[src/design/sil_pkg.sv]
// Package for the sorted insertion list: widths, codes, controller types.
`default_nettype none

package sil_pkg;

   localparam int CAPACITY_DEF = 16;
   localparam int KEY_BITS_DEF = 32;

   localparam int CMD_W  = 2;
   localparam int KEY_W  = 32;
   localparam int POS_W  = 4;
   localparam int DATA_W = 32;
   localparam int STAT_W = 2;
   localparam int OCC_W  = 5;

   localparam logic [CMD_W-1:0] CMD_INSERT = 2'd0;
   localparam logic [CMD_W-1:0] CMD_LOOKUP = 2'd1;
   localparam logic [CMD_W-1:0] CMD_REMOVE = 2'd2;

   localparam logic [STAT_W-1:0] STAT_OK    = 2'd0;
   localparam logic [STAT_W-1:0] STAT_FULL  = 2'd1;
   localparam logic [STAT_W-1:0] STAT_RANGE = 2'd2;

   typedef enum logic [1:0] {
      ST_IDLE,
      ST_EXEC,
      ST_RESP
   } state_type;

   typedef struct packed {
      logic capture;
      logic execute;
   } ctrl_type;

endpackage

`default_nettype wire

[src/design/sil_datapath.sv]
// Datapath: row of compare-and-shift cells, count, operand and result registers.
`default_nettype none

module sil_datapath #(
   parameter int CAPACITY = sil_pkg::CAPACITY_DEF,
   parameter int KEY_BITS = sil_pkg::KEY_BITS_DEF
) (
   input  wire logic                          clock,
   input  wire logic                          reset,
   input  wire sil_pkg::ctrl_type             ctrl,
   input  wire logic [sil_pkg::CMD_W-1:0]     req_cmd,
   input  wire logic [sil_pkg::KEY_W-1:0]     req_key,
   input  wire logic [sil_pkg::POS_W-1:0]     req_position,
   output logic      [sil_pkg::DATA_W-1:0]    rsp_data,
   output logic      [sil_pkg::STAT_W-1:0]    rsp_status,
   output logic      [sil_pkg::OCC_W-1:0]     rsp_occupancy
);

   localparam int CNT_W = $clog2(CAPACITY + 1);
   localparam int IDX_W = $clog2(CAPACITY);
   localparam int CMP_W = (CNT_W > sil_pkg::POS_W) ? CNT_W : sil_pkg::POS_W;

   logic [sil_pkg::CMD_W-1:0]  cmd_ff;
   logic [KEY_BITS-1:0]        key_ff;
   logic [sil_pkg::POS_W-1:0]  pos_ff;
   logic [CNT_W-1:0]           count_ff, count_in;
   logic [KEY_BITS-1:0]        entry_ff [CAPACITY];
   logic [KEY_BITS-1:0]        entry_in [CAPACITY];
   logic [sil_pkg::DATA_W-1:0] data_ff, data_in;
   logic [sil_pkg::STAT_W-1:0] status_ff, status_in;

   logic [CAPACITY-1:0] lt;
   logic                full, in_range, insert_go, remove_go;

   assign full      = count_ff >= CNT_W'(CAPACITY);
   assign in_range  = CMP_W'(pos_ff) < CMP_W'(count_ff);
   assign insert_go = ctrl.execute && (cmd_ff == sil_pkg::CMD_INSERT) && !full;
   assign remove_go = ctrl.execute && (cmd_ff == sil_pkg::CMD_REMOVE) && in_range;

   for (genvar i = 0; i < CAPACITY; i++) begin : g_cell
      logic shift_dn;

      assign lt[i] = (CNT_W'(i) < count_ff) && (entry_ff[i] < key_ff);
      assign shift_dn = remove_go && (CMP_W'(i) >= CMP_W'(pos_ff));

      always_comb begin
         entry_in[i] = entry_ff[i];
         if (insert_go && !lt[i]) begin
            if (i == 0) begin
               entry_in[i] = key_ff;
            end else begin
               entry_in[i] = lt[(i == 0) ? 0 : i - 1] ? key_ff : entry_ff[(i == 0) ? 0 : i - 1];
            end
         end else if (shift_dn && (i < CAPACITY - 1)) begin
            entry_in[i] = entry_ff[(i < CAPACITY - 1) ? i + 1 : i];
         end
      end

      always_ff @(posedge clock) begin
         entry_ff[i] <= entry_in[i];
      end
   end

   always_comb begin
      count_in = count_ff;
      if (insert_go) begin
         count_in = count_ff + CNT_W'(1);
      end else if (remove_go) begin
         count_in = count_ff - CNT_W'(1);
      end
   end

   always_comb begin
      data_in   = '0;
      status_in = sil_pkg::STAT_OK;
      case (cmd_ff)
         sil_pkg::CMD_INSERT: begin
            if (full) begin
               status_in = sil_pkg::STAT_FULL;
            end
         end
         sil_pkg::CMD_LOOKUP: begin
            if (in_range) begin
               data_in = sil_pkg::DATA_W'(entry_ff[IDX_W'(pos_ff)]);
            end else begin
               status_in = sil_pkg::STAT_RANGE;
            end
         end
         sil_pkg::CMD_REMOVE: begin
            if (!in_range) begin
               status_in = sil_pkg::STAT_RANGE;
            end
         end
         default: begin
            status_in = sil_pkg::STAT_OK;
         end
      endcase
   end

   always_ff @(posedge clock) begin
      if (reset) begin
         count_ff <= '0;
      end else begin
         count_ff <= count_in;
      end
   end

   always_ff @(posedge clock) begin
      if (ctrl.capture) begin
         cmd_ff <= req_cmd;
         key_ff <= KEY_BITS'(req_key);
         pos_ff <= req_position;
      end
      if (ctrl.execute) begin
         data_ff   <= data_in;
         status_ff <= status_in;
      end
   end

   assign rsp_data      = data_ff;
   assign rsp_status    = status_ff;
   assign rsp_occupancy = sil_pkg::OCC_W'(count_ff);

endmodule

`default_nettype wire

[src/design/sil_controller.sv]
// Controller: sequences capture, execute and response of one word at a time.
`default_nettype none

module sil_controller (
   input  wire logic              clock,
   input  wire logic              reset,
   input  wire logic              req_valid,
   output logic                   req_ready,
   output logic                   rsp_valid,
   input  wire logic              rsp_ready,
   output sil_pkg::ctrl_type      ctrl
);

   sil_pkg::state_type state_ff, state_in;

   always_comb begin
      state_in = state_ff;
      unique case (state_ff)
         sil_pkg::ST_IDLE: begin
            if (req_valid) begin
               state_in = sil_pkg::ST_EXEC;
            end
         end
         sil_pkg::ST_EXEC: begin
            state_in = sil_pkg::ST_RESP;
         end
         sil_pkg::ST_RESP: begin
            if (rsp_ready) begin
               state_in = sil_pkg::ST_IDLE;
            end
         end
         default: begin
            state_in = sil_pkg::ST_IDLE;
         end
      endcase
   end

   always_comb begin
      req_ready    = 1'b0;
      rsp_valid    = 1'b0;
      ctrl.capture = 1'b0;
      ctrl.execute = 1'b0;
      unique case (state_ff)
         sil_pkg::ST_IDLE: begin
            req_ready    = 1'b1;
            ctrl.capture = req_valid;
         end
         sil_pkg::ST_EXEC: begin
            ctrl.execute = 1'b1;
         end
         sil_pkg::ST_RESP: begin
            rsp_valid = 1'b1;
         end
         default: begin
            req_ready = 1'b0;
         end
      endcase
   end

   always_ff @(posedge clock) begin
      if (reset) begin
         state_ff <= sil_pkg::ST_IDLE;
      end else begin
         state_ff <= state_in;
      end
   end

endmodule

`default_nettype wire

[src/design/sorted_insert_list.sv]
// Top level of the sorted insertion list: controller plus compare-and-shift datapath.
// A word accepted in idle is captured into the operand registers; in the execute state its
// result is registered, and it shows as the controller enters the response state. The
// controller holds one word at a time while the cell row inserts or removes in execute.
// Reset (synchronous, active high) empties the list and returns the controller to idle;
// stored keys are not cleared, only entries below the count are ever returned.
`default_nettype none

module sorted_insert_list #(
   parameter int CAPACITY = sil_pkg::CAPACITY_DEF,
   parameter int KEY_BITS = sil_pkg::KEY_BITS_DEF
) (
   input  wire logic                          clock,
   input  wire logic                          reset,
   input  wire logic                          req_valid,
   output logic                               req_ready,
   input  wire logic [sil_pkg::CMD_W-1:0]     req_cmd,
   input  wire logic [sil_pkg::KEY_W-1:0]     req_key,
   input  wire logic [sil_pkg::POS_W-1:0]     req_position,
   output logic                               rsp_valid,
   input  wire logic                          rsp_ready,
   output logic      [sil_pkg::DATA_W-1:0]    rsp_data,
   output logic      [sil_pkg::STAT_W-1:0]    rsp_status,
   output logic      [sil_pkg::OCC_W-1:0]     rsp_occupancy
);

   sil_pkg::ctrl_type ctrl;

   sil_controller u_ctrl (
      .clock     (clock),
      .reset     (reset),
      .req_valid (req_valid),
      .req_ready (req_ready),
      .rsp_valid (rsp_valid),
      .rsp_ready (rsp_ready),
      .ctrl      (ctrl)
   );

   sil_datapath #(
      .CAPACITY (CAPACITY),
      .KEY_BITS (KEY_BITS)
   ) u_dp (
      .clock         (clock),
      .reset         (reset),
      .ctrl          (ctrl),
      .req_cmd       (req_cmd),
      .req_key       (req_key),
      .req_position  (req_position),
      .rsp_data      (rsp_data),
      .rsp_status    (rsp_status),
      .rsp_occupancy (rsp_occupancy)
   );

endmodule

`default_nettype wire

[config.mk]
export PLATFORM = sky130hd
export DESIGN_NAME = sorted_insert_list
export DESIGN_NICKNAME = d
export VERILOG_FILES = /design/src/design/sil_pkg.sv /design/src/design/sil_datapath.sv /design/src/design/sil_controller.sv /design/src/design/sorted_insert_list.sv
export SDC_FILE = /design/constraint.sdc
export NUM_CORES = 2
export LEC_CHECK = 0
export BUFFER_PORTS_ARGS = -buffer_cell sky130_fd_sc_hd__buf_2
export CAP_MARGIN = 0
export CORE_UTILIZATION = 40
export DETAILED_ROUTE_END_ITERATION = 10
export GPL_TIMING_DRIVEN = 0
export PLACE_DENSITY_LB_ADDON = 0.25
export SKIP_CTS_REPAIR_TIMING = 1
export SLEW_MARGIN = 20
export SYNTH_ARGS = -nofsm -noshare
export SYNTH_HDL_FRONTEND = slang
export SYNTH_HIERARCHICAL = 1
export SYNTH_SLANG_ARGS = --single-unit
export TNS_END_PERCENT = 30
[constraint.sdc]
create_clock -name clock -period 5.3 [get_ports clock]
set_input_delay 0.265 -clock clock [delete_from_list [all_inputs] [get_ports clock]]
set_output_delay 0.265 -clock clock [all_outputs]
set_load 0.1 [all_outputs]
==> flow_metrics.tcl <==
set metrics [dict create \
    status "complete, no violations" \
    peakVddDrop_uv 187 \
    syn_avg_cell_area_um2 11.5 \
    period_share_pct 98.5 \
    yosysUniqueCellTypes 79 \
    reg2regPathDepth 11 \
    p_total_mw 12.4 \
    synthTopCellsByArea "edfxtp_1, ha_1, mux2_2" \
    rows 120 \
    startpoint_type "register" \
    dieHeight_um 333 \
    worst-slew-pin-transition_ps 1180 \
    finalCriticalPeriod_ps 5220 \
    grt_use_total_pct 27.3 \
    clkSinkCount 591 \
    setup_viol 0 \
    yosysTopAreaCell "edfxtp_1" \
    synth-seq-cells 591 \
    routedWlPerCell_um 28.4 \
    final_cell_area_um2 49200 \
    vias 34600 \
    wl_met2_um 69500 \
    synth_seq_area_share_pct 40.4 \
    highest_layer "met4" \
    ctsLongestPathBuffers 3 \
    port_buffers 82 \
    crit_type "register to register" \
    vias_per_cell 6.33 \
    synth_fa_ha_area_share_pct 13.6 \
    start_util_pct 40.6 \
    antennaDiodeCount 0 \
    cts_buffers 73 \
    final.fill_count 9870 \
    setup_slack_ps 81.6 \
    synth_top_area_share_pct 40.1 \
    syn_area_um2 43700 \
    place_worst_setup_slack_ps -564 \
    maxSlewViolCount 0 \
    dpl.hpwl_um 125000 \
    die_w_um 333 \
    p_per_area_nw_per_um2 253 \
    holdPathEnd "u_dp/pos_ff[1]" \
    r2r_start "u_dp/key_ff[1]" \
    synth_cells 3788 \
    r2r-end "u_dp/entry_ff[7][7]" \
    grt_pass1_wl_um 223000 \
    cts_root_buf "clkbuf_16" \
    placed_area_um2 46400 \
    drt_pass1_iterations 5 \
    grt-ovfl-total 0 \
    areaGrowthSynthToFinish_pct 12.5 \
    slew-limit-headroom_pct 21.1 \
    required_ps 5680 \
    hold_class "input pin to register" \
    hold_viol_final 0 \
    arrival_ps 5600 \
    final_antenna_net_count 0 \
    r2r_slack_ps 80 \
    tritoncts "done" \
    synth_xor_area_share_pct 0 \
    syn_nets 4305 \
    path_max_fanout 21 \
    grt_max_degree 33 \
    fmax_mhz 192 \
    worstHoldStart "req_valid" \
    synth_warnings 6 \
    yosysMostFrequentCell "edfxtp_1" \
    synthMuxAreaShare_pct 21.2 \
    async_flop_share_pct 0 \
    wl_met1_um 65500 \
    maxCapViolCount 0 \
    synth-compound-area-share_pct 14.0 \
    wl_met3_um 14200 \
    rsz0062_at_grt "false" \
    final_nets 4523 \
    coreArea_um2 108000 \
    clk_pin_slew_ps 60 \
    place_congestion 0.934 \
    synth_top_family_by_area "multiplexers" \
    whs_path_depth 2 \
    h-tree-depth 3 \
    io_pins 83 \
    worstSkewPairLatency_ps 640 \
    synth_edf_count 584 \
    die_area_um2 111000 \
    antenna_found_initial 5 \
    yosys.area_share.simple_pct 7.80 \
    instances_no_fill 5465 \
    drc_errors 0 \
    routed_wl_um 155000 \
    drt_iter0_drc 3874 \
    leakage_nw 18.0 \
    cp-end-kind "register" \
    holdWs_ps 108 \
    yosys_most_used_dff "edfxtp_1" \
    synthTopCellsByCount "edfxtp_1, ha_1, mux2_2, o21ai_0, a21oi_1" \
    first_global_vias 33500 \
    fin_worst_skew_ps 22.2 \
    final_layout_size_suffix_gt1_share_pct 21.7 \
    dp.cells 5294 \
]
==> cell usage in the layout (no fill, tap or decap), types with 12 or more instances in the layout <==
cell           count
nand4_1           54
mux2_2           400
nand2_1          231
clkinv_1          19
o21ai_1           31
a21oi_1          314
clkinv_2          12
o31a_1            32
nor3_1            18
a21o_1            43
inv_1             48
edfxtp_1         584
a221oi_1          12
dlygate4sd3_1     40
mux4_2           160
mux2i_1           97
o21a_1            15
nor2_1           155
clkbuf_1         181
o21ai_0          315
a2bb2oi_1         35
nor2b_1           45
and4_1            23
nand2b_1          20
ha_1             475
buf_2            145
nand3_1          126
buf_1             15
mux2_1            16
a31oi_1           99
clkbuf_16         79
a211oi_1          49
==> metrics by stage <==
stage,utilization (%),TNS [ps]
2_1_floorplan,-,-8340
3_3_place_gp,42.6,-583090
3_5_place_dp,43.1,-23580
4_1_cts,45.3,-25710
5_1_grt,45.7,0
6_report,45.7,0
==> state kept, by name, summed over array words and instances (netlist names) <==
name	flops
u_ctrl/state_ff	2
u_dp/cmd_ff	2
u_dp/entry_ff	512
u_dp/key_ff	32
u_dp/pos_ff	4
u_dp/rsp_data	32
u_dp/rsp_occupancy	5
u_dp/rsp_status	2
==> critical path: stages (launching register included) <==
cell,delay (ps)
edfxtp_1,640
inv_1,550
ha_1,440
nor3b_1,360
o21ai_0,170
a21oi_1,550
o2111ai_1,280
o21ai_1,370
clkbuf_1,530
clkbuf_1,490
o21ai_4,280
buf_16,250
==> cell families (layout without fill, tap and decap cells) <==
| kind of cell | after synthesis | after routing |
|---|---|---|
| multiplexers | 673 | 673 |
| adder cells (fa/ha/maj) | 475 | 475 |
| AND/OR/NAND/NOR | 713 | 713 |
| buffers and inverters | 314 | 588 |
| flip-flops | 591 | 591 |
| AO/OA/AOI/OAI | 1022 | 1022 |
==> final cells by class <==
class,count,area [µm²],share of cell area [%]
Inverter,49,184,0.374
Tap cell,1403,1760,3.57
Clock inverter,38,298,0.605
Buffer,265,1170,2.37
Multi-Input combinational cell,2883,24900,50.6
Clock buffer,93,2030,4.12
Sequential cell,591,17700,35.9
Timing Repair Buffer,143,1200,2.44
==> metal layers <==
metal	up-vias	global-route usage, %
met5	-	0
met4	0	10.7
met3	269	4.34
met1	17200	37.9
met2	1681	42.7
li1	15400	-
==> worst max-delay path by stage <==
| stage | from | slack, ps | to |
|---|---|---|---|
| 2_1_floorplan | u_dp/rsp_occupancy[1] | -140 | u_dp/entry_ff[13][0] |
| 5_1_grt | u_dp/key_ff[25] | 20 | u_dp/entry_ff[13][3] |
| 6_report | u_dp/key_ff[1] | 80 | u_dp/entry_ff[7][7] |
| 4_1_cts | u_dp/key_ff[31] | -600 | u_dp/entry_ff[1][4] |
| 3_3_place_gp | u_ctrl/state_ff[0] | -2680 | u_dp/entry_ff[13][7] |
| 3_5_place_dp | u_dp/key_ff[31] | -560 | u_dp/entry_ff[1][7] |
==> power by group <==
part	leakage (nW)	internal (mW)	switching, mW	total (mW)
sequential	5.38	5.28	0.176	5.45
combinational	11.5	0.740	1.22	1.96
clock	1.14	2.94	2.10	5.03
total	18.0	8.95	3.49	12.4
Power figures use the tool's default switching activity.
